### config.mk
export PLATFORM = sky130hd
export DESIGN_NAME = waveform_minmax_envelope
export DESIGN_NICKNAME = d
export VERILOG_FILES = /design/src/sv/wme_pkg.sv /design/src/sv/waveform_minmax_envelope.sv /design/src/sv/wme_store.sv /design/src/sv/wme_update.sv /design/src/sv/wme_drain.sv
export SDC_FILE = /design/constraint.sdc
export NUM_CORES = 1
export LEC_CHECK = 0
export BUFFER_PORTS_ARGS = -buffer_cell sky130_fd_sc_hd__buf_2
export CAP_MARGIN = 5
export CORE_ASPECT_RATIO = 1.5
export CORE_UTILIZATION = 30
export CTS_CLUSTER_DIAMETER = 50
export DETAILED_ROUTE_END_ITERATION = 16
export HOLD_SLACK_MARGIN = 0.08
export PLACE_DENSITY = 0.42
export SETUP_SLACK_MARGIN = 0.3
export SYNTH_ARGS = -nofsm -noshare
export SYNTH_HDL_FRONTEND = slang
export SYNTH_SLANG_ARGS = --single-unit
### constraint.sdc
create_clock -name clock -period 6.2 [get_ports clock]
set_clock_uncertainty 0.2 [all_clocks]
set_input_delay 1.24 -clock clock [delete_from_list [all_inputs] [get_ports clock]]
set_output_delay 1.24 -clock clock [all_outputs]
set_load 0.05 [all_outputs]
### src/sv/wme_pkg.sv
// Package for the waveform min/max envelope block: register map, widths and
// the small structs passed between the update, storage and drain modules.
// Depends on nothing; every other file of the block imports it.
package wme_pkg;

   // Fixed widths of the register and result fields.
   localparam int COUNT_REG_BITS  = 4;
   localparam int BUCKET_REG_BITS = 16;
   localparam int CSR_ADDR_BITS   = 3;
   localparam int CSR_DATA_BITS   = 32;
   localparam int OUT_FRAME_BITS  = 32;
   localparam int OUT_CHAN_BITS   = 3;

   // Register reset values.
   localparam logic [COUNT_REG_BITS-1:0]  CHANNEL_COUNT_RESET = 4'd1;
   localparam logic [BUCKET_REG_BITS-1:0] BUCKET_SIZE_RESET   = 16'd256;

   // Register index, taken from the word address of the request.
   typedef enum logic {
      REG_CHANNEL_COUNT      = 1'b0,
      REG_SAMPLES_PER_BUCKET = 1'b1
   } csr_index_type;

   // A bucket has closed: which bank holds it and what goes with its results.
   typedef struct packed {
      logic                      valid;
      logic                      bank;
      logic                      eos;
      logic [OUT_FRAME_BITS-1:0] frame;
   } close_event_type;

   // Drain has finished with a bank: forget every entry in it.
   typedef struct packed {
      logic clear;
      logic bank;
   } bank_clear_type;

endpackage

### src/sv/waveform_minmax_envelope.sv
// Min/max peak envelope over an interleaved multi-channel sample stream.
// Each request carries one Q1.15 sample, channels in order, and a flag on the
// last sample of the stream. Per channel a running minimum and maximum is kept
// over buckets of samples_per_bucket frames. When a bucket fills, or the stream
// ends, one result per channel follows in channel order with the bucket's start
// frame; the stream end also returns the frame count to zero.
// Throughput: one request per cycle, except when the bank that the request
// side moves on to is still draining, as with one-frame buckets. The
// accumulators sit in a two-bank memory, read through a registered port and
// written back by the read-modify-write stage, forwarding between neighbours.
// Once the closing request leaves the read-modify-write stage, its bank is
// marked busy and drained, one result per cycle while rsp_stall is low.
// One bank drains while the other collects the next bucket; the request side
// stalls whenever the bank it moves on to is still draining. Results come
// straight from the memory's drain read register, held while rsp_stall is high.
// Settings go through the register port (channel count at 0x0, bucket size at
// 0x4); the user changes them only while the block is idle; the block does not
// enforce this. Synchronous reset restores the register defaults, empties both
// banks at once through per-entry seen bits, and starts a new stream at frame zero.
module waveform_minmax_envelope #(
   parameter int MAX_CHANNELS     = 8,
   parameter int SAMPLE_BITS      = 16,
   parameter int FRAME_COUNT_BITS = 32
) (
   input  logic                                 clock,
   input  logic                                 reset,
   // Request channel.
   input  logic                                 req_valid,
   output logic                                 req_stall,
   input  logic signed [SAMPLE_BITS-1:0]        req_sample,
   input  logic                                 req_last_sample,
   // Result channel.
   output logic                                 rsp_valid,
   input  logic                                 rsp_stall,
   output logic [wme_pkg::OUT_CHAN_BITS-1:0]    rsp_channel,
   output logic [wme_pkg::OUT_FRAME_BITS-1:0]   rsp_bucket_start_frame,
   output logic signed [SAMPLE_BITS-1:0]        rsp_min_value,
   output logic signed [SAMPLE_BITS-1:0]        rsp_max_value,
   output logic                                 rsp_last_of_run,
   output logic                                 rsp_end_of_stream,
   // Register port.
   input  logic                                 csr_psel,
   input  logic                                 csr_penable,
   input  logic                                 csr_pwrite,
   input  logic [wme_pkg::CSR_ADDR_BITS-1:0]    csr_paddr,
   input  logic [wme_pkg::CSR_DATA_BITS-1:0]    csr_pwdata,
   output logic [wme_pkg::CSR_DATA_BITS-1:0]    csr_prdata,
   output logic                                 csr_pready
);
   import wme_pkg::*;

   localparam int CH_BITS  = (MAX_CHANNELS > 1) ? $clog2(MAX_CHANNELS) : 1;
   localparam int CNT_BITS = $clog2(MAX_CHANNELS+1);

   logic [COUNT_REG_BITS-1:0]  channel_count_ff, channel_count_in;
   logic [BUCKET_REG_BITS-1:0] bucket_reg_ff, bucket_reg_in;
   logic                       csr_write;
   csr_index_type              csr_index;

   logic [CNT_BITS-1:0]        active_count;
   logic [BUCKET_REG_BITS-1:0] bucket_size;

   logic                          wr_en, wr_bank;
   logic [CH_BITS-1:0]            wr_chan;
   logic signed [SAMPLE_BITS-1:0] wr_min, wr_max;
   logic                          upd_rd_en, upd_rd_bank;
   logic [CH_BITS-1:0]            upd_rd_chan;
   logic signed [SAMPLE_BITS-1:0] upd_rd_min, upd_rd_max;
   logic                          drn_rd_en, drn_rd_bank;
   logic [CH_BITS-1:0]            drn_rd_chan;
   logic [1:0]                    bank_busy;
   close_event_type               close_event;
   bank_clear_type                bank_clear;

   // Register writes; the low address bits select byte lanes and are ignored.
   assign csr_pready = 1'b1;
   assign csr_write  = csr_psel && csr_penable && csr_pwrite && csr_pready;
   assign csr_index  = csr_index_type'(csr_paddr[2]);

   always_comb begin
      channel_count_in = channel_count_ff;
      bucket_reg_in    = bucket_reg_ff;
      if (csr_write) begin
         case (csr_index)
            REG_CHANNEL_COUNT: begin
               channel_count_in = csr_pwdata[COUNT_REG_BITS-1:0];
            end
            REG_SAMPLES_PER_BUCKET: begin
               bucket_reg_in = csr_pwdata[BUCKET_REG_BITS-1:0];
            end
            default: begin
               channel_count_in = channel_count_ff;
            end
         endcase
      end
   end

   always_ff @(posedge clock) begin
      if (reset) begin
         channel_count_ff <= CHANNEL_COUNT_RESET;
         bucket_reg_ff    <= BUCKET_SIZE_RESET;
      end else begin
         channel_count_ff <= channel_count_in;
         bucket_reg_ff    <= bucket_reg_in;
      end
   end

   // Register read-back.
   always_comb begin
      case (csr_index)
         REG_CHANNEL_COUNT:      csr_prdata = CSR_DATA_BITS'(channel_count_ff);
         REG_SAMPLES_PER_BUCKET: csr_prdata = CSR_DATA_BITS'(bucket_reg_ff);
         default:                csr_prdata = '0;
      endcase
   end

   // A zero channel count means one channel; too many saturate.
   always_comb begin
      if (channel_count_ff == '0) begin
         active_count = CNT_BITS'(1);
      end else if (32'(channel_count_ff) > 32'(MAX_CHANNELS)) begin
         active_count = CNT_BITS'(MAX_CHANNELS);
      end else begin
         active_count = CNT_BITS'(channel_count_ff);
      end
   end

   // A zero bucket size means one frame per bucket.
   assign bucket_size = (bucket_reg_ff == '0) ? BUCKET_REG_BITS'(1) : bucket_reg_ff;

   wme_update #(
      .MAX_CHANNELS     (MAX_CHANNELS),
      .SAMPLE_BITS      (SAMPLE_BITS),
      .FRAME_COUNT_BITS (FRAME_COUNT_BITS)
   ) u_update (
      .clock           (clock),
      .reset           (reset),
      .req_valid       (req_valid),
      .req_stall       (req_stall),
      .req_sample      (req_sample),
      .req_last_sample (req_last_sample),
      .active_count    (active_count),
      .bucket_size     (bucket_size),
      .bank_busy       (bank_busy),
      .wr_en           (wr_en),
      .wr_bank         (wr_bank),
      .wr_chan         (wr_chan),
      .wr_min          (wr_min),
      .wr_max          (wr_max),
      .rd_en           (upd_rd_en),
      .rd_bank         (upd_rd_bank),
      .rd_chan         (upd_rd_chan),
      .rd_min          (upd_rd_min),
      .rd_max          (upd_rd_max),
      .close_event     (close_event)
   );

   wme_store #(
      .MAX_CHANNELS (MAX_CHANNELS),
      .SAMPLE_BITS  (SAMPLE_BITS)
   ) u_store (
      .clock       (clock),
      .reset       (reset),
      .wr_en       (wr_en),
      .wr_bank     (wr_bank),
      .wr_chan     (wr_chan),
      .wr_min      (wr_min),
      .wr_max      (wr_max),
      .upd_rd_en   (upd_rd_en),
      .upd_rd_bank (upd_rd_bank),
      .upd_rd_chan (upd_rd_chan),
      .upd_rd_min  (upd_rd_min),
      .upd_rd_max  (upd_rd_max),
      .drn_rd_en   (drn_rd_en),
      .drn_rd_bank (drn_rd_bank),
      .drn_rd_chan (drn_rd_chan),
      .drn_rd_min  (rsp_min_value),
      .drn_rd_max  (rsp_max_value),
      .bank_clear  (bank_clear)
   );

   wme_drain #(
      .MAX_CHANNELS (MAX_CHANNELS)
   ) u_drain (
      .clock                  (clock),
      .reset                  (reset),
      .close_event            (close_event),
      .active_count           (active_count),
      .bank_busy              (bank_busy),
      .rd_en                  (drn_rd_en),
      .rd_bank                (drn_rd_bank),
      .rd_chan                (drn_rd_chan),
      .bank_clear             (bank_clear),
      .rsp_valid              (rsp_valid),
      .rsp_stall              (rsp_stall),
      .rsp_channel            (rsp_channel),
      .rsp_bucket_start_frame (rsp_bucket_start_frame),
      .rsp_last_of_run        (rsp_last_of_run),
      .rsp_end_of_stream      (rsp_end_of_stream)
   );

endmodule

### src/sv/wme_store.sv
// Accumulator store: a two-bank min/max memory with one write port and two
// registered read ports, plus a seen bit per entry so a bank clears at once.
// Depends on wme_pkg.
module wme_store #(
   parameter int MAX_CHANNELS = 8,
   parameter int SAMPLE_BITS  = 16
) (
   input  logic                                               clock,
   input  logic                                               reset,
   // Write port from the read-modify-write stage.
   input  logic                                               wr_en,
   input  logic                                               wr_bank,
   input  logic [((MAX_CHANNELS > 1) ? $clog2(MAX_CHANNELS) : 1)-1:0] wr_chan,
   input  logic signed [SAMPLE_BITS-1:0]                      wr_min,
   input  logic signed [SAMPLE_BITS-1:0]                      wr_max,
   // Read port for the update path.
   input  logic                                               upd_rd_en,
   input  logic                                               upd_rd_bank,
   input  logic [((MAX_CHANNELS > 1) ? $clog2(MAX_CHANNELS) : 1)-1:0] upd_rd_chan,
   output logic signed [SAMPLE_BITS-1:0]                      upd_rd_min,
   output logic signed [SAMPLE_BITS-1:0]                      upd_rd_max,
   // Read port for the drain path; its data register is the result payload.
   input  logic                                               drn_rd_en,
   input  logic                                               drn_rd_bank,
   input  logic [((MAX_CHANNELS > 1) ? $clog2(MAX_CHANNELS) : 1)-1:0] drn_rd_chan,
   output logic signed [SAMPLE_BITS-1:0]                      drn_rd_min,
   output logic signed [SAMPLE_BITS-1:0]                      drn_rd_max,
   // Bank clear from the drain.
   input  wme_pkg::bank_clear_type                            bank_clear
);
   import wme_pkg::*;

   localparam logic signed [SAMPLE_BITS-1:0] SAMPLE_TOP =
      {1'b0, {(SAMPLE_BITS-1){1'b1}}};
   localparam logic signed [SAMPLE_BITS-1:0] SAMPLE_BOTTOM =
      {1'b1, {(SAMPLE_BITS-1){1'b0}}};

   // Each word holds {min, max}.
   logic [2*SAMPLE_BITS-1:0] mem [2][MAX_CHANNELS];

   logic [2*SAMPLE_BITS-1:0] upd_word_ff;
   logic [2*SAMPLE_BITS-1:0] drn_word_ff;
   logic                     upd_seen_ff;
   logic                     drn_seen_ff;
   logic [MAX_CHANNELS-1:0]  seen_ff [2];
   logic [MAX_CHANNELS-1:0]  seen_in [2];

   // Memory write port.
   always_ff @(posedge clock) begin
      if (wr_en) begin
         mem[wr_bank][wr_chan] <= {wr_min, wr_max};
      end
   end

   // Registered read ports; the seen bit is captured with the data.
   always_ff @(posedge clock) begin
      if (upd_rd_en) begin
         upd_word_ff <= mem[upd_rd_bank][upd_rd_chan];
         upd_seen_ff <= seen_ff[upd_rd_bank][upd_rd_chan];
      end
      if (drn_rd_en) begin
         drn_word_ff <= mem[drn_rd_bank][drn_rd_chan];
         drn_seen_ff <= seen_ff[drn_rd_bank][drn_rd_chan];
      end
   end

   // Seen bits: cleared a whole bank at a time, set by each write.
   always_comb begin
      seen_in = seen_ff;
      if (bank_clear.clear) begin
         seen_in[bank_clear.bank] = '0;
      end
      if (wr_en) begin
         seen_in[wr_bank][wr_chan] = 1'b1;
      end
   end

   always_ff @(posedge clock) begin
      if (reset) begin
         seen_ff[0] <= '0;
         seen_ff[1] <= '0;
      end else begin
         seen_ff <= seen_in;
      end
   end

   // An entry not written since its bank was cleared reads as the start values.
   assign upd_rd_min = upd_seen_ff ? upd_word_ff[2*SAMPLE_BITS-1:SAMPLE_BITS] : SAMPLE_TOP;
   assign upd_rd_max = upd_seen_ff ? upd_word_ff[SAMPLE_BITS-1:0] : SAMPLE_BOTTOM;
   assign drn_rd_min = drn_seen_ff ? drn_word_ff[2*SAMPLE_BITS-1:SAMPLE_BITS] : SAMPLE_TOP;
   assign drn_rd_max = drn_seen_ff ? drn_word_ff[SAMPLE_BITS-1:0] : SAMPLE_BOTTOM;

endmodule

### src/sv/wme_update.sv
// Input side: tracks channel position, frame count and bucket start, reads
// the accumulator entry and writes back the new min/max in the following cycle.
// Depends on wme_pkg; drives the write and update read ports of wme_store.
module wme_update #(
   parameter int MAX_CHANNELS     = 8,
   parameter int SAMPLE_BITS      = 16,
   parameter int FRAME_COUNT_BITS = 32
) (
   input  logic                                               clock,
   input  logic                                               reset,
   // Request channel.
   input  logic                                               req_valid,
   output logic                                               req_stall,
   input  logic signed [SAMPLE_BITS-1:0]                      req_sample,
   input  logic                                               req_last_sample,
   // Settings already cleaned up by the top level.
   input  logic [$clog2(MAX_CHANNELS+1)-1:0]                  active_count,
   input  logic [wme_pkg::BUCKET_REG_BITS-1:0]                bucket_size,
   input  logic [1:0]                                         bank_busy,
   // Store ports.
   output logic                                               wr_en,
   output logic                                               wr_bank,
   output logic [((MAX_CHANNELS > 1) ? $clog2(MAX_CHANNELS) : 1)-1:0] wr_chan,
   output logic signed [SAMPLE_BITS-1:0]                      wr_min,
   output logic signed [SAMPLE_BITS-1:0]                      wr_max,
   output logic                                               rd_en,
   output logic                                               rd_bank,
   output logic [((MAX_CHANNELS > 1) ? $clog2(MAX_CHANNELS) : 1)-1:0] rd_chan,
   input  logic signed [SAMPLE_BITS-1:0]                      rd_min,
   input  logic signed [SAMPLE_BITS-1:0]                      rd_max,
   // Bucket close towards the drain.
   output wme_pkg::close_event_type                           close_event
);
   import wme_pkg::*;

   localparam int CH_BITS  = (MAX_CHANNELS > 1) ? $clog2(MAX_CHANNELS) : 1;
   localparam int CNT_BITS = $clog2(MAX_CHANNELS+1);

   // Stream position state, advanced at each accepted request.
   logic [CH_BITS-1:0]          position_ff, position_in;
   logic [BUCKET_REG_BITS-1:0]  frames_ff, frames_in;
   logic [FRAME_COUNT_BITS-1:0] first_frame_ff, first_frame_in;
   logic                        acc_bank_ff, acc_bank_in;

   // Read-modify-write stage.
   logic                          s1_valid_ff, s1_valid_in;
   logic                          s1_bank_ff;
   logic [CH_BITS-1:0]            s1_chan_ff;
   logic signed [SAMPLE_BITS-1:0] s1_sample_ff;
   logic                          s1_close_ff, s1_close_in;
   logic                          s1_eos_ff;
   logic [OUT_FRAME_BITS-1:0]     s1_frame_ff;
   logic                          fwd_hit_ff, fwd_hit_in;
   logic signed [SAMPLE_BITS-1:0] fwd_min_ff;
   logic signed [SAMPLE_BITS-1:0] fwd_max_ff;

   logic                          accept;
   logic [CH_BITS-1:0]            pos;
   logic [CNT_BITS-1:0]           pos_next;
   logic                          frame_done;
   logic                          bucket_done;
   logic [BUCKET_REG_BITS:0]      frames_next;
   logic signed [SAMPLE_BITS-1:0] old_min, old_max, new_min, new_max;

   // A bank still being drained cannot take a new bucket.
   assign req_stall = bank_busy[acc_bank_ff];
   assign accept    = req_valid && !req_stall;

   // Position, clamped when the channel count has been lowered mid-frame.
   always_comb begin
      if (CNT_BITS'(position_ff) >= active_count) begin
         pos = CH_BITS'(active_count - CNT_BITS'(1));
      end else begin
         pos = position_ff;
      end
      pos_next    = CNT_BITS'(pos) + CNT_BITS'(1);
      frame_done  = (pos_next >= active_count) || req_last_sample;
      frames_next = {1'b0, frames_ff} + (BUCKET_REG_BITS+1)'(1);
      bucket_done = frame_done &&
                    ((frames_next >= {1'b0, bucket_size}) || req_last_sample);
   end

   // Next stream state.
   always_comb begin
      position_in    = position_ff;
      frames_in      = frames_ff;
      first_frame_in = first_frame_ff;
      acc_bank_in    = acc_bank_ff;
      if (accept) begin
         if (frame_done) begin
            position_in = '0;
         end else begin
            position_in = CH_BITS'(pos_next);
         end
         if (bucket_done) begin
            frames_in   = '0;
            acc_bank_in = ~acc_bank_ff;
            if (req_last_sample) begin
               first_frame_in = '0;
            end else begin
               first_frame_in = first_frame_ff + FRAME_COUNT_BITS'(frames_next);
            end
         end else if (frame_done) begin
            frames_in = frames_next[BUCKET_REG_BITS-1:0];
         end
      end
   end

   always_ff @(posedge clock) begin
      if (reset) begin
         position_ff    <= '0;
         frames_ff      <= '0;
         first_frame_ff <= '0;
         acc_bank_ff    <= 1'b0;
      end else begin
         position_ff    <= position_in;
         frames_ff      <= frames_in;
         first_frame_ff <= first_frame_in;
         acc_bank_ff    <= acc_bank_in;
      end
   end

   // Read the entry as the request is accepted.
   assign rd_en   = accept;
   assign rd_bank = acc_bank_ff;
   assign rd_chan = pos;

   // The previous request may be writing this entry in the same cycle.
   always_comb begin
      old_min = fwd_hit_ff ? fwd_min_ff : rd_min;
      old_max = fwd_hit_ff ? fwd_max_ff : rd_max;
      new_min = (s1_sample_ff < old_min) ? s1_sample_ff : old_min;
      new_max = (s1_sample_ff > old_max) ? s1_sample_ff : old_max;
   end

   assign s1_valid_in = accept;
   assign s1_close_in = accept && bucket_done;
   assign fwd_hit_in  = s1_valid_ff && (s1_bank_ff == acc_bank_ff) && (s1_chan_ff == pos);

   always_ff @(posedge clock) begin
      if (reset) begin
         s1_valid_ff <= 1'b0;
         s1_close_ff <= 1'b0;
      end else begin
         s1_valid_ff <= s1_valid_in;
         s1_close_ff <= s1_close_in;
      end
   end

   // Stage payload.
   always_ff @(posedge clock) begin
      if (accept) begin
         s1_bank_ff   <= acc_bank_ff;
         s1_chan_ff   <= pos;
         s1_sample_ff <= req_sample;
         s1_eos_ff    <= req_last_sample;
         s1_frame_ff  <= OUT_FRAME_BITS'(first_frame_ff);
         fwd_hit_ff   <= fwd_hit_in;
         fwd_min_ff   <= new_min;
         fwd_max_ff   <= new_max;
      end
   end

   // Write back.
   assign wr_en   = s1_valid_ff;
   assign wr_bank = s1_bank_ff;
   assign wr_chan = s1_chan_ff;
   assign wr_min  = new_min;
   assign wr_max  = new_max;

   // The closing request's write lands at this edge, so the drain may start next.
   always_comb begin
      close_event.valid = s1_valid_ff && s1_close_ff;
      close_event.bank  = s1_bank_ff;
      close_event.eos   = s1_eos_ff;
      close_event.frame = s1_frame_ff;
   end

endmodule

### src/sv/wme_drain.sv
// Result side: walks the channels of each closed bank through the store's
// drain read port, one result a cycle while rsp_stall is low, then releases the bank.
// Depends on wme_pkg; drives the drain read port of wme_store.
module wme_drain #(
   parameter int MAX_CHANNELS = 8
) (
   input  logic                                               clock,
   input  logic                                               reset,
   input  wme_pkg::close_event_type                           close_event,
   input  logic [$clog2(MAX_CHANNELS+1)-1:0]                  active_count,
   output logic [1:0]                                         bank_busy,
   // Store drain read port.
   output logic                                               rd_en,
   output logic                                               rd_bank,
   output logic [((MAX_CHANNELS > 1) ? $clog2(MAX_CHANNELS) : 1)-1:0] rd_chan,
   output wme_pkg::bank_clear_type                            bank_clear,
   // Result channel, less the min/max payload that comes from the store.
   output logic                                               rsp_valid,
   input  logic                                               rsp_stall,
   output logic [wme_pkg::OUT_CHAN_BITS-1:0]                  rsp_channel,
   output logic [wme_pkg::OUT_FRAME_BITS-1:0]                 rsp_bucket_start_frame,
   output logic                                               rsp_last_of_run,
   output logic                                               rsp_end_of_stream
);
   import wme_pkg::*;

   localparam int CH_BITS  = (MAX_CHANNELS > 1) ? $clog2(MAX_CHANNELS) : 1;
   localparam int CNT_BITS = $clog2(MAX_CHANNELS+1);

   logic [1:0]                busy_ff, busy_in;
   logic                      drain_bank_ff, drain_bank_in;
   logic [CH_BITS-1:0]        chan_ff, chan_in;
   logic [OUT_FRAME_BITS-1:0] meta_frame_ff [2];
   logic                      meta_eos_ff [2];

   logic                      rsp_valid_ff, rsp_valid_in;
   logic [CH_BITS-1:0]        rsp_chan_ff;
   logic [OUT_FRAME_BITS-1:0] rsp_frame_ff;
   logic                      rsp_last_ff;
   logic                      rsp_eos_ff;

   logic                      advance;
   logic                      issue;
   logic                      final_chan;

   // The store's read register doubles as the output register.
   assign advance    = !rsp_valid_ff || !rsp_stall;
   assign issue      = busy_ff[drain_bank_ff] && advance;
   assign final_chan = (CNT_BITS'(chan_ff) + CNT_BITS'(1)) >= active_count;

   assign rd_en   = issue;
   assign rd_bank = drain_bank_ff;
   assign rd_chan = chan_ff;

   // Bank bookkeeping: set on close, released after its last channel.
   always_comb begin
      busy_in          = busy_ff;
      drain_bank_in    = drain_bank_ff;
      chan_in          = chan_ff;
      bank_clear.clear = 1'b0;
      bank_clear.bank  = drain_bank_ff;
      if (close_event.valid) begin
         busy_in[close_event.bank] = 1'b1;
      end
      if (issue) begin
         if (final_chan) begin
            chan_in                = '0;
            busy_in[drain_bank_ff] = 1'b0;
            drain_bank_in          = ~drain_bank_ff;
            bank_clear.clear       = 1'b1;
         end else begin
            chan_in = chan_ff + CH_BITS'(1);
         end
      end
   end

   assign rsp_valid_in = issue || (rsp_valid_ff && rsp_stall);

   always_ff @(posedge clock) begin
      if (reset) begin
         busy_ff       <= '0;
         drain_bank_ff <= 1'b0;
         chan_ff       <= '0;
         rsp_valid_ff  <= 1'b0;
      end else begin
         busy_ff       <= busy_in;
         drain_bank_ff <= drain_bank_in;
         chan_ff       <= chan_in;
         rsp_valid_ff  <= rsp_valid_in;
      end
   end

   // Per-bank start frame and end-of-stream flag, captured at close.
   always_ff @(posedge clock) begin
      if (close_event.valid) begin
         meta_frame_ff[close_event.bank] <= close_event.frame;
         meta_eos_ff[close_event.bank]   <= close_event.eos;
      end
   end

   // Result sideband, loaded together with the store read.
   always_ff @(posedge clock) begin
      if (issue) begin
         rsp_chan_ff  <= chan_ff;
         rsp_frame_ff <= meta_frame_ff[drain_bank_ff];
         rsp_last_ff  <= final_chan;
         rsp_eos_ff   <= meta_eos_ff[drain_bank_ff];
      end
   end

   assign bank_busy              = busy_ff;
   assign rsp_valid              = rsp_valid_ff;
   assign rsp_channel            = OUT_CHAN_BITS'(rsp_chan_ff);
   assign rsp_bucket_start_frame = rsp_frame_ff;
   assign rsp_last_of_run        = rsp_last_ff;
   assign rsp_end_of_stream      = rsp_eos_ff;

endmodule

* After elaboration in Yosys (flattened, before gate mapping)
Memories as Yosys holds them, arrays and structs flattened. A register that Yosys moved wholly into a read port is not among the register bits.
Cells that the tools add are included.
** Word-level totals
- Register bits :: 253
- Memory bits (writable) :: 578
- Input port bits :: 59
- Output and inout bits :: 104
- Logic and storage cells :: 175
- Memories :: 3
** Memories
- u_store.mem :: depth 2, bits a word 256, rd ports 2, clocked after memory_dff 2, wr ports 1, line wme_store.sv:39 : logic [2*SAMPLE_BITS-1:0] mem [2][MAX_CHANNELS];
- u_drain.meta_frame_ff :: depth 2, bits a word 32, rd ports 1, clocked after memory_dff 1, wr ports 1, line wme_drain.sv:33 : logic [OUT_FRAME_BITS-1:0] meta_frame_ff [2];
- u_drain.meta_eos_ff :: depth 2, bits a word 1, rd ports 1, clocked after memory_dff 1, wr ports 1, line wme_drain.sv:34 : logic meta_eos_ff [2];
** Operators by class
- Add/sub/neg operators :: 6
- $lt $le $gt $ge :: 25
- Equal/unequal tests :: 2
- Mux-type cells :: 65
- Bitwise logic cells :: 15
- Reduce and logical (&&, ||, !) cells :: 31
** Operators with widths (number)
- 256-bit 2-to-1 mux :: 1
- 16-bit 2-to-1 mux :: 13
- 32-bit binary-select mux with 3-bit select :: 2
- 32-bit 2-to-1 mux :: 6
- 32-bit demux with 3-bit select :: 1
- 8-bit 2-to-1 mux :: 8
- 32-bit one-hot mux with 2 select lines :: 1
- 32-bit by 17-bit adder with 32-bit output :: 1
- 1-bit 2-to-1 mux :: 18
- 16-bit by 1-bit adder with 17-bit output (second input constant) :: 1
- 17-bit by 16-bit greater-or-equal comparator with 1-bit output :: 1
- 16-bit AND :: 1
- 8-bit demux with 1-bit select :: 2
- 16-bit greater-than comparator :: 1
- 1-bit logical AND :: 16
- 16-bit logical NOT :: 1
- 16-bit less-than comparator :: 1
- 16-bit NOT :: 1
- 16-bit bitwise OR :: 1
- 4-bit greater-or-equal comparator (second input constant) :: 3
- 3-bit by 4-bit less-than comparator with 1-bit output (second input constant) :: 3
- 3-bit NOT with 4-bit output :: 3
- 2-bit AND reduction :: 5
- 3-bit 2-to-1 mux :: 3
- 28 further kinds :: 50

* Longest topological paths before layout
Gate-level depths: netlist of run 1.
- Depth in word-level cells :: 12
- Depth in mapped cells :: 25
- Mapped depth without buffers :: 20

* Cells and area by module
From an unflattened synthesis of run 1, not the netlist that was laid out.
** Unflattened totals
- Cell total of the unflattened synthesis :: 2433
- Area total of the unflattened synthesis :: 39510.4 µm²
** Modules (own cells, without submodules)
- wme_store :: times used 1, cells each 1298, area each 26198.9 µm², sequential area each 17677.0 µm²
- wme_update :: times used 1, cells each 796, area each 8090.3 µm², sequential area each 3663.5 µm²
- wme_drain :: times used 1, cells each 192, area each 3932.5 µm², sequential area each 3233.1 µm²
- waveform_minmax_envelope :: times used 1, cells each 147, area each 1288.7 µm², sequential area each 400.4 µm²

* Least setup slack after synthesis of run 1
OpenSTA, ideal clock, no wires.
- Kind :: input to register
- Start :: input port req_valid
- End :: register u_update.first_frame_ff[28]
- Library setup time :: 0.070 ns
- Arrival time :: 5.224 ns
- Required time :: 5.930 ns
- Slack :: 0.705 ns
- Stages on the path :: 8
- Path buffers :: 2
- Path through :: nand2_1 inv_1 nand3_1 a211o_1 buf_6 buf_6 or4_1 a21oi_1
** Between the ends
- Longest elaborated chain between the ends :: 2
** RTL lines
- from (decl) :: line waveform_minmax_envelope.sv:28 : input logic req_valid,
- 1-bit logical AND :: line wme_update.sv:67 : assign accept = req_valid && !req_stall;
- net u_store.upd_rd_en :: line wme_store.sv:17 : input logic upd_rd_en,
- 2-bit AND reduction (no source line)
- to (signal assigned) :: line wme_update.sv:118 : first_frame_ff <= first_frame_in;
- to (decl) :: line wme_update.sv:42 : logic [FRAME_COUNT_BITS-1:0] first_frame_ff, first_frame_in;
The timed path passes the listed nets, and every way through them passes these cells.
A chain may end at the register's enable or synchronous reset.

* Worst setup path in the final report of run 1
- Start :: register channel_count_ff[2]
- End :: register u_update.first_frame_ff[20]
** Between the ends
- Longest elaborated chain between the ends :: 10
- Elaborated cells on any way between the ends :: 12
- Those cells by class :: 2 x add/sub; 3 x order compare; 3 x mux; 4 x reduce/logical
** RTL lines
- from (decl) :: line waveform_minmax_envelope.sv:55 : logic [COUNT_REG_BITS-1:0] channel_count_ff, channel_count_in;
- from (signal assigned) :: line waveform_minmax_envelope.sv:103 : channel_count_ff <= channel_count_in;
- 4-bit greater-than comparator :: line waveform_minmax_envelope.sv:121 : end else if (32'(channel_count_ff) > 32'(MAX_CHANNELS)) begin
- 4-bit 2-to-1 mux :: line waveform_minmax_envelope.sv:121
- 4-bit 2-to-1 mux * :: line waveform_minmax_envelope.sv:119 : if (channel_count_ff == '0) begin
- 3-bit by 4-bit greater-or-equal comparator with 1-bit output or 3-bit by 1-bit subtractor with 3-bit output (tied branches) :: line wme_update.sv:71, wme_update.sv:72
- 3-bit 2-to-1 mux :: line wme_update.sv:71 : if (CNT_BITS'(position_ff) >= active_count) begin
- 3-bit by 1-bit adder with 4-bit output :: line wme_update.sv:76 : pos_next = CNT_BITS'(pos) + CNT_BITS'(1);
- 4-bit greater-or-equal comparator * :: line wme_update.sv:77 : frame_done = (pos_next >= active_count) || req_last_sample;
- 1-bit logical OR * :: line wme_update.sv:77
- 1-bit logical AND * :: line wme_update.sv:79 : bucket_done = frame_done &&
- 2-bit AND reduction (no source line) *
Every way passes the cells marked *; elsewhere a longest branch is shown, timed or not.

==> qor.txt, run 1 <==
First-pass GRT wire length: 178000 microns
Netlist cell types: 73
CTS H-tree lvls: 3
CTS Buffer Depth: 3
Hold-fix buffers, CTS: 0
Sum Neg Setup Slack: 0 ns
Arr. time, crit path: 5.74 ns
Core Area: 131000 sq um
Vias in the first global route: 25900
Slowest library cell on the worst path: or4_1
Final hold vios: 0
Power Density: 319 nW/um^2
CP Cell Sequence: nor2_1 > nor2_1 > nor2_1 > ha_1 > nand2b_1 > a21o_1 > a21oi_1 > o211a_1 > inv_6 > ha_1 > o21a_1 > or2_2 > ha_1 > inv_1 > o21ai_0 > nand3_2 > a211o_1 > buf_12 > or4_1 > a21oi_1
Tot GR Track Use: 18.3%
Drt pass-1 iters: 7
GR met1 Demand/Resource: 21.6%
Top Family by Delay on Critical Path: compound AO/OA/AOI/OAI gates
DR vias: 24400
Drt initial violations: 1686
Total CTS buffers: 104
Share of layout cells above drive strength 1: 23.6%
Final Setup Violations: 0
Initial antenna violation count: 3
MaxCap Viol Count: 0
Netlist Area Pre-Place: 39700 sq um
Area leader, netlist: edfxtp_1
Cells after Synth: 2646
Outcome: complete, no violations
Slew HR: 17.6%
Row cnt: 163
Area delta synth->final: 16.3%
DRT antenna net count: 0
P_leak: 14.9 nW
RD Place Congestion: 0.831
Clock Latency Late Sink: 0.71 ns
Die ar.: 134000 sq um
Clock root buffer: clkbuf_16
Fmax: 0.188 GHz
Detailed Route WL: 123000 microns
Post-synth EDFFs: 767
Final Max Tran Viols: 0
DP HPWL: 72700 microns
Worst setup SP type: register
Fin crit period: 5.31 ns
Die W: 299 microns
CTS tree: done
Worst Path Required: 6.62 ns
Yosys warns: 0
Layout fillers: 12600
Starting Density: 30.2%
Total gr overflow: 0
Remaining DRCs: 0
# IOs: 163
Avg Cell Area, Syn: 15.0 sq um
WS Path Type: register to register
Met3 Use GR: 2.64%
Worst-path fanout max: 55
M2 GR Usage: 33.6%
Ys flop type: edfxtp_1
Largest net degree at the start of global routing: 81
ANT cells: 0
Commonest cells in the netlist: 767 x edfxtp_1, 198 x mux4_2, 169 x nand2_1
Power Total: 14.7 mW
Reg clk slew, reported paths: 0.06 ns
RSZ-0062 raised after global routing: no
FFs w/ async S/R, synth: 0%
Crit share post-route: 85.7%
FF+latch count, synth: 866
Area contributors post-synth: edfxtp_1 58%, mux4_2 11%, dfxtp_1 5.0%
Count leader, synth: edfxtp_1
Most used routing layer: met2
Vias per inst: 5.29
Clk sink count: 866
Final nets: 2933
Min-Delay Path Class: register to register
CP endpoint kind: register
Sequential element share of the synthesized area: 63.0%
Worst slew pin tran: 1.20 ns
Peak VDD IR: 0.000241 V
Top-area cell type share of the netlist area: 58.1%
I/O Buffers: 127
Chip Height: 447 microns
CP max stage delay: 0.53 ns
Buf+Inv Stages, Crit Path: 3
DR WL/cell: 26.6 microns
layer usage:
layer,part of all wire (%),vias up
met3,4.4,191
li1,-,10800
met2,53,692
met1,39,12700
met4,3.2,0
met5,0,-
placed cells by master, fill, tap and decap left out, types with 8 or more instances in the layout:
| cell type | count |
|---|---|
| a22oi_1 | 49 |
| xor2_1 | 11 |
| edfxtp_1 | 767 |
| mux2i_1 | 151 |
| nor3_1 | 116 |
| o21ai_0 | 77 |
| buf_4 | 79 |
| o22ai_1 | 14 |
| nand4_1 | 21 |
| xnor2_1 | 20 |
| or4_1 | 14 |
| nand3_1 | 30 |
| mux4_2 | 198 |
| clkbuf_16 | 106 |
| o31ai_1 | 15 |
| nor2_1 | 74 |
| a21oi_1 | 118 |
| mux2_2 | 56 |
| ha_1 | 79 |
| a221oi_1 | 35 |
| inv_1 | 62 |
| nand2_1 | 168 |
| clkinv_1 | 20 |
| o211ai_1 | 10 |
| nand2b_1 | 28 |
| bufinv_16 | 15 |
| or3_1 | 16 |
| and2_1 | 29 |
| dfxtp_1 | 93 |
| conb_1 | 17 |
| nor2_4 | 8 |
| nor4_1 | 43 |
| clkbuf_1 | 11 |
| buf_2 | 127 |
| clkinv_2 | 20 |
| inv_6 | 10 |
| a21o_1 | 23 |
| a22o_1 | 9 |
| and3_1 | 8 |
where the power goes:
part	switching [mW]	total [mW]	internal, mW
Combinational	0.971	1.48	0.508
Sequential	0.108	6.89	6.78
Clock	2.54	6.35	3.81
Total	3.62	14.7	11.1
per-stage QoR:
stage / cells / hold WS (ns) / utilization, % / setup slack, ns / cell area, sq um
floorplan: 2661 / 0.206 / - / 0.705 / 39700
detailed placement: 4417 / 0.230 / 32.4 / 0.720 / 42500
CTS: 4612 / 0.239 / 35.1 / 0.693 / 46100
finish: 4615 / 0.241 / 35.1 / 0.886 / 46100
global route: 4615 / 0.244 / 35.1 / 0.442 / 46100
global placement: 4417 / 0.226 / 32.4 / 0.805 / 42500
area by class of cell:
type | instances | area (sq um) | area share [%]
repair buffers | 210 | 1310 | 2.84
clock buffers | 120 | 2740 | 5.93
inverters | 68 | 268 | 0.580
multi-input cells | 1544 | 13800 | 29.9
clock inverters | 75 | 841 | 1.82
flip-flops and latches | 866 | 25000 | 54.2
well taps | 1732 | 2170 | 4.70
flip-flops by register name, indices dropped and copies added, names as in the netlist, 3 cells and up, named ones only:
| register | flops |
|---|---|
| u_store.mem | 512 |
| u_drain.meta_frame_ff | 64 |
| u_drain.rsp_bucket_start_frame | 32 |
| u_store.drn_word_ff | 32 |
| u_store.upd_word_ff | 32 |
| u_update.first_frame_ff | 32 |
| u_update.s1_frame_ff | 32 |
| bucket_reg_ff | 16 |
| u_store.seen_ff | 16 |
| u_update.frames_ff | 16 |
| u_update.fwd_max_ff | 16 |
| u_update.fwd_min_ff | 16 |
| u_update.s1_sample_ff | 16 |
| channel_count_ff | 4 |
| u_drain.rd_chan | 3 |
| u_drain.rsp_channel | 3 |
| u_update.position_ff | 3 |
| u_update.wr_chan | 3 |
timing repair:
item	in CTS	in global routing
gates resized for setup	0	1
setup endpoints to repair	0	3
buffers inserted	0	0
final timing paths:
kind / from / to / slack [ns] / depth (start not counted)
min reg2reg: u_update.s1_frame_ff[31] / u_drain.meta_frame_ff[1][31] / 0.24 / 0
min: u_update.s1_frame_ff[31] / u_drain.meta_frame_ff[1][31] / 0.24 / 0
max reg2reg: channel_count_ff[2] / u_update.first_frame_ff[20] / 0.89 / 20
max: channel_count_ff[2] / u_update.first_frame_ff[20] / 0.89 / 20
cell families after synthesis:
family	after synthesis	share of synthesized area [%]
other	2	0.0189
buffers and inverters	251	2.67
flip-flops	866	63.0
multiplexers	408	16.7
AO/OA/AOI/OAI	410	6.80
XOR/XNOR	31	0.684
adder cells (fa/ha/maj)	80	2.54
AND/OR/NAND/NOR	598	7.53
Note: power is estimated with default switching activity, not from simulation.
==> run 2: changes to the inputs <==
- MAX_ROUTING_LAYER: not set -> met4
- SKIP_LAST_GASP: not set -> 1
==> qor.txt, run 2 (synthesized netlist as in run 1, its figures left out) <==
Hold-fix buffers, CTS: 0
Power Density: 319 nW/um^2
Sum Neg Setup Slack: 0 ns
DP HPWL: 72700 microns
DRT antenna net count: 0
Max reg flops: 512
RD Place Congestion: 0.844
Clk sink count: 866
# IOs: 163
RSZ-0062 raised after global routing: yes
Drt initial violations: 1688
Highest-count cells in the layout ignoring fill and taps: 767 x edfxtp_1, 198 x mux4_2, 168 x nand2_1
Tot GR Track Use: 18.8%
Total CTS buffers: 104
Final nets: 2932
Total gr overflow: 0
Top Family by Delay on Critical Path: compound AO/OA/AOI/OAI gates
I/O Buffers: 127
Worst-path fanout max: 55
Worst Path Required: 6.62 ns
WS Path Type: register to register
Chip Height: 447 microns
CP max stage delay: 0.53 ns
Peak VDD IR: 0.000242 V
Slowest library cell on the worst path: or4_1
Die W: 299 microns
Slew HR: 17.7%
Arr. time, crit path: 5.87 ns
Clock Latency Late Sink: 0.71 ns
Buf+Inv Stages, Crit Path: 3
DR vias: 24400
Commonest non-fill, non-tap cell in the layout: edfxtp_1
Vias in the first global route: 25900
DR WL/cell: 26.6 microns
Core Area: 131000 sq um
Vias per inst: 5.29
Largest Register: u_store.mem
Share of layout cells above drive strength 1: 23.6%
Drt pass-1 iters: 5
Worst slew pin tran: 1.20 ns
Initial antenna violation count: 4
Fmax: 0.183 GHz
Layout fillers: 12600
Crit share post-route: 87.9%
Reg clk slew, reported paths: 0.06 ns
Fin crit period: 5.45 ns
Post-CTS Setup Bufs: 0
Final hold vios: 0
CTS tree: done
CP endpoint kind: register
Final design utilization: 35.1%
Final Max Tran Viols: 0
Die ar.: 134000 sq um
Worst setup SP type: register
Starting Density: 30.2%
Row cnt: 163
CP Cell Sequence: nor2_1 > nor2_1 > nor2_1 > ha_1 > nand2b_1 > a21o_1 > a21oi_1 > o211a_1 > inv_6 > ha_1 > o21a_1 > or2_2 > ha_1 > inv_1 > o21ai_0 > nand3_1 > a211o_1 > buf_12 > or4_1 > a21oi_1
Outcome: complete, no violations
P_leak: 14.9 nW
Clock root buffer: clkbuf_16
Final Setup Violations: 0
Multi-input logic area: 13800 sq um
Area delta synth->final: 16.3%
Remaining DRCs: 0
Min-Delay Path Class: register to register
MaxCap Viol Count: 0
CTS Buffer Depth: 3
CTS H-tree lvls: 3
FF/Latch Area: 25000 sq um
Largest net degree at the start of global routing: 81
Fin Hold WS: 0.241 ns
Regs by FF count: u_store.mem x512, u_drain.meta_frame_ff x64
First-pass GRT wire length: 178000 microns
Detailed Route WL: 123000 microns
ANT cells: 0
Resized Gates After CTS: 0
==> run 2: cell count changes in the layout (fill, tap and decap cells not counted) <==
cell	delta
buf_4	-1
nand3_1	+1
nand3_2	-1
==> run 2: final cells by class <==
class	count	share of cell area (%)
sequential	866	54.3
multi-input combinational	1544	29.9
clock buffer	120	5.93
tap	1732	4.70
timing repair buffer	209	2.82
clock inverter	75	1.82
inverter	68	0.580
==> run 2: per-stage QoR <==
step                      power [mW]  instances  area (sq um)  setup slack (ns)
after global routing            15.2       4614         46100             0.296
after floorplan                 7.90       2661         39700             0.705
after global placement          8.47       4417         42500             0.805
final                           14.7       4614         46100             0.750
after detailed placement        8.50       4417         42500             0.720
after CTS                       14.9       4612         46100             0.693
==> run 2: per-layer routing <==
metal,GRT usage (%),share of wire [%],up-vias
li1,-,-,10800
met1,21.6,39,12700
met2,33.7,53,723
met3,2.63,4.4,197
met4,6.23,3.2,0
met5,-,0,-
==> run 2: where the power goes <==
| part | total [mW] | switching [mW] | leakage (nW) | internal [mW] |
|---|---|---|---|---|
| combinational | 1.48 | 0.971 | 5.36 | 0.506 |
| sequential | 6.89 | 0.108 | 7.81 | 6.78 |
| clock | 6.35 | 2.54 | 1.76 | 3.81 |
| total | 14.7 | 3.62 | 14.9 | 11.1 |
==> run 2: path summary, 6_finish.rpt <==
check,startpoint,endpoint,slack [ns],cells after the start
setup / recovery,channel_count_ff[2],u_update.first_frame_ff[21],0.75,20
hold / removal,u_update.s1_frame_ff[31],u_drain.meta_frame_ff[1][31],0.24,0
setup reg to reg,channel_count_ff[2],u_update.first_frame_ff[21],0.75,20
hold reg to reg,u_update.s1_frame_ff[31],u_drain.meta_frame_ff[1][31],0.24,0
==> run 3: changes to the inputs <==
- clock period: 6.2 -> 6.9 ns (I/O delays scaled with it)
==> qor.txt, run 3 (synthesized netlist as in run 1, its figures left out) <==
Max reg flops: 512
Slew HR: 11.1%
Final instance area: 45900 sq um
Final Max Tran Viols: 0
# IOs: 163
DR vias: 24300
Clock Latency Late Sink: 0.72 ns
Clock root buffer: clkbuf_16
First-pass GRT wire length: 176000 microns
Worst slew pin tran: 1.30 ns
Reg clk slew, reported paths: 0.06 ns
Drt initial violations: 1709
Fmax: 0.173 GHz
FF-to-FF Start: channel_count_ff[2]
WS Path Type: register to register
Worst Path Required: 7.34 ns
Register-to-Register Setup Slack: 1.12 ns
P_leak: 14.8 nW
Resized Gates After CTS: 0
CP endpoint kind: register
Detailed Route WL: 122000 microns
Die ar.: 134000 sq um
Peak VDD IR: 0.000201 V
Total CTS buffers: 102
MaxCap Viol Count: 0
Row cnt: 163
Drt pass-1 iters: 5
Worst-path fanout max: 55
Fin crit period: 5.78 ns
Largest net degree at the start of global routing: 91
DRT antenna net count: 0
Clk sink count: 866
Highest-count cells in the layout ignoring fill and taps: 767 x edfxtp_1, 198 x mux4_2, 169 x nand2_1
DR WL/cell: 26.4 microns
Commonest non-fill, non-tap cell in the layout: edfxtp_1
ANT cells: 0
Outcome: complete, no violations
Worst reg2reg path endpoint: u_update.first_frame_ff[24]
Vias per inst: 5.27
Tot GR Track Use: 18.6%
Area delta synth->final: 15.6%
Regs by FF count: u_store.mem x512, u_drain.meta_frame_ff x64
Hold Path End: u_drain.meta_frame_ff[0][11]
Hold path cells: 0
Arr. time, crit path: 6.22 ns
Min-Delay Path Class: register to register
Worst setup SP type: register
Remaining DRCs: 0
I/O Buffers: 127
Power Density: 282 nW/um^2
Hold Startpoint: u_update.s1_frame_ff[11]
DP HPWL: 70900 microns
Vias in the first global route: 25800
Final nets: 2920
Core Area: 131000 sq um
Largest Register: u_store.mem
RSZ-0062 raised after global routing: no
Final hold vios: 0
CTS Buffer Depth: 3
Hold-fix buffers, CTS: 0
Worst-case reg-to-reg path depth: 21
Initial antenna violation count: 4
Crit share post-route: 83.8%
Die W: 299 microns
Chip Height: 447 microns
CTS tree: done
RD Place Congestion: 0.842
Final Setup Violations: 0
Total gr overflow: 0
Sum Neg Setup Slack: 0 ns
Area post-placement: 42400 sq um
Starting Density: 30.2%
Post-CTS Setup Bufs: 0
Share of layout cells above drive strength 1: 23.0%
CTS H-tree lvls: 3
-- run 3: per-layer routing --
metal  share of wire [%]  vias up  global-route usage, %
met1                  40    12600                   21.3
met4                 3.1        0                   6.80
met2                  53      669                   33.2
met5                   0        -                      -
li1                    -    10800                      -
met3                 4.2      194                   2.45
-- run 3: worst max-delay path by stage --
stage	from	end	cells past startpoint	slack (ns)
after floorplan	req_valid	u_update.first_frame_ff[28]	8	1.27
after global placement	channel_count_ff[2]	u_update.first_frame_ff[30]	21	1.10
after detailed placement	channel_count_ff[2]	u_update.first_frame_ff[24]	21	1.10
after CTS	channel_count_ff[2]	u_update.first_frame_ff[23]	21	1.08
after global routing	channel_count_ff[2]	u_update.first_frame_ff[19]	21	0.66
final	channel_count_ff[2]	u_update.first_frame_ff[24]	21	1.12
-- run 3: report_power, final --
part           switching (mW)  internal, mW
sequential              0.103          6.09
combinational           0.858         0.442
clock                    2.29          3.17
total                    3.25          9.70
-- run 3: layout make-up --
class                           count  area (sq um)
Inverter                           68           268
Sequential cell                   866         25000
Timing Repair Buffer              199          1200
Clock inverter                     52           536
Multi-Input combinational cell   1544         13800
Clock buffer                      141          2870
Tap cell                         1732          2170
Fill cell                       12700         85500
-- run 3: critical path, stage by stage (launching register included) --
cell and delay (ns):
dfxtp_1 0.43, nor2_1 0.06, nor2_1 0.15, nor2_1 0.11
ha_1 0.28, nand2b_1 0.14, a21o_1 0.20, a21oi_1 0.31
o211a_1 0.50, inv_6 0.32, ha_1 0.33, o21a_1 0.12
or2_2 0.30, ha_1 0.28, inv_1 0.04, o21ai_0 0.32
nand3_1 0.12, buf_4 0.24, a211o_1 0.23, buf_4 0.28
or4_1 0.55, a21oi_1 0.17
-- run 3: stage by stage --
step	cells	hold slack, ns	power [mW]	setup WS [ns]	util [%]
global route	4602	0.249	13.4	0.660	34.9
detailed placement	4405	0.230	7.62	1.10	32.3
CTS	4598	0.244	13.1	1.08	34.9
global placement	4405	0.229	7.58	1.10	32.3
finish	4602	0.241	13.0	1.12	34.9
floorplan	2661	0.206	7.09	1.27	-
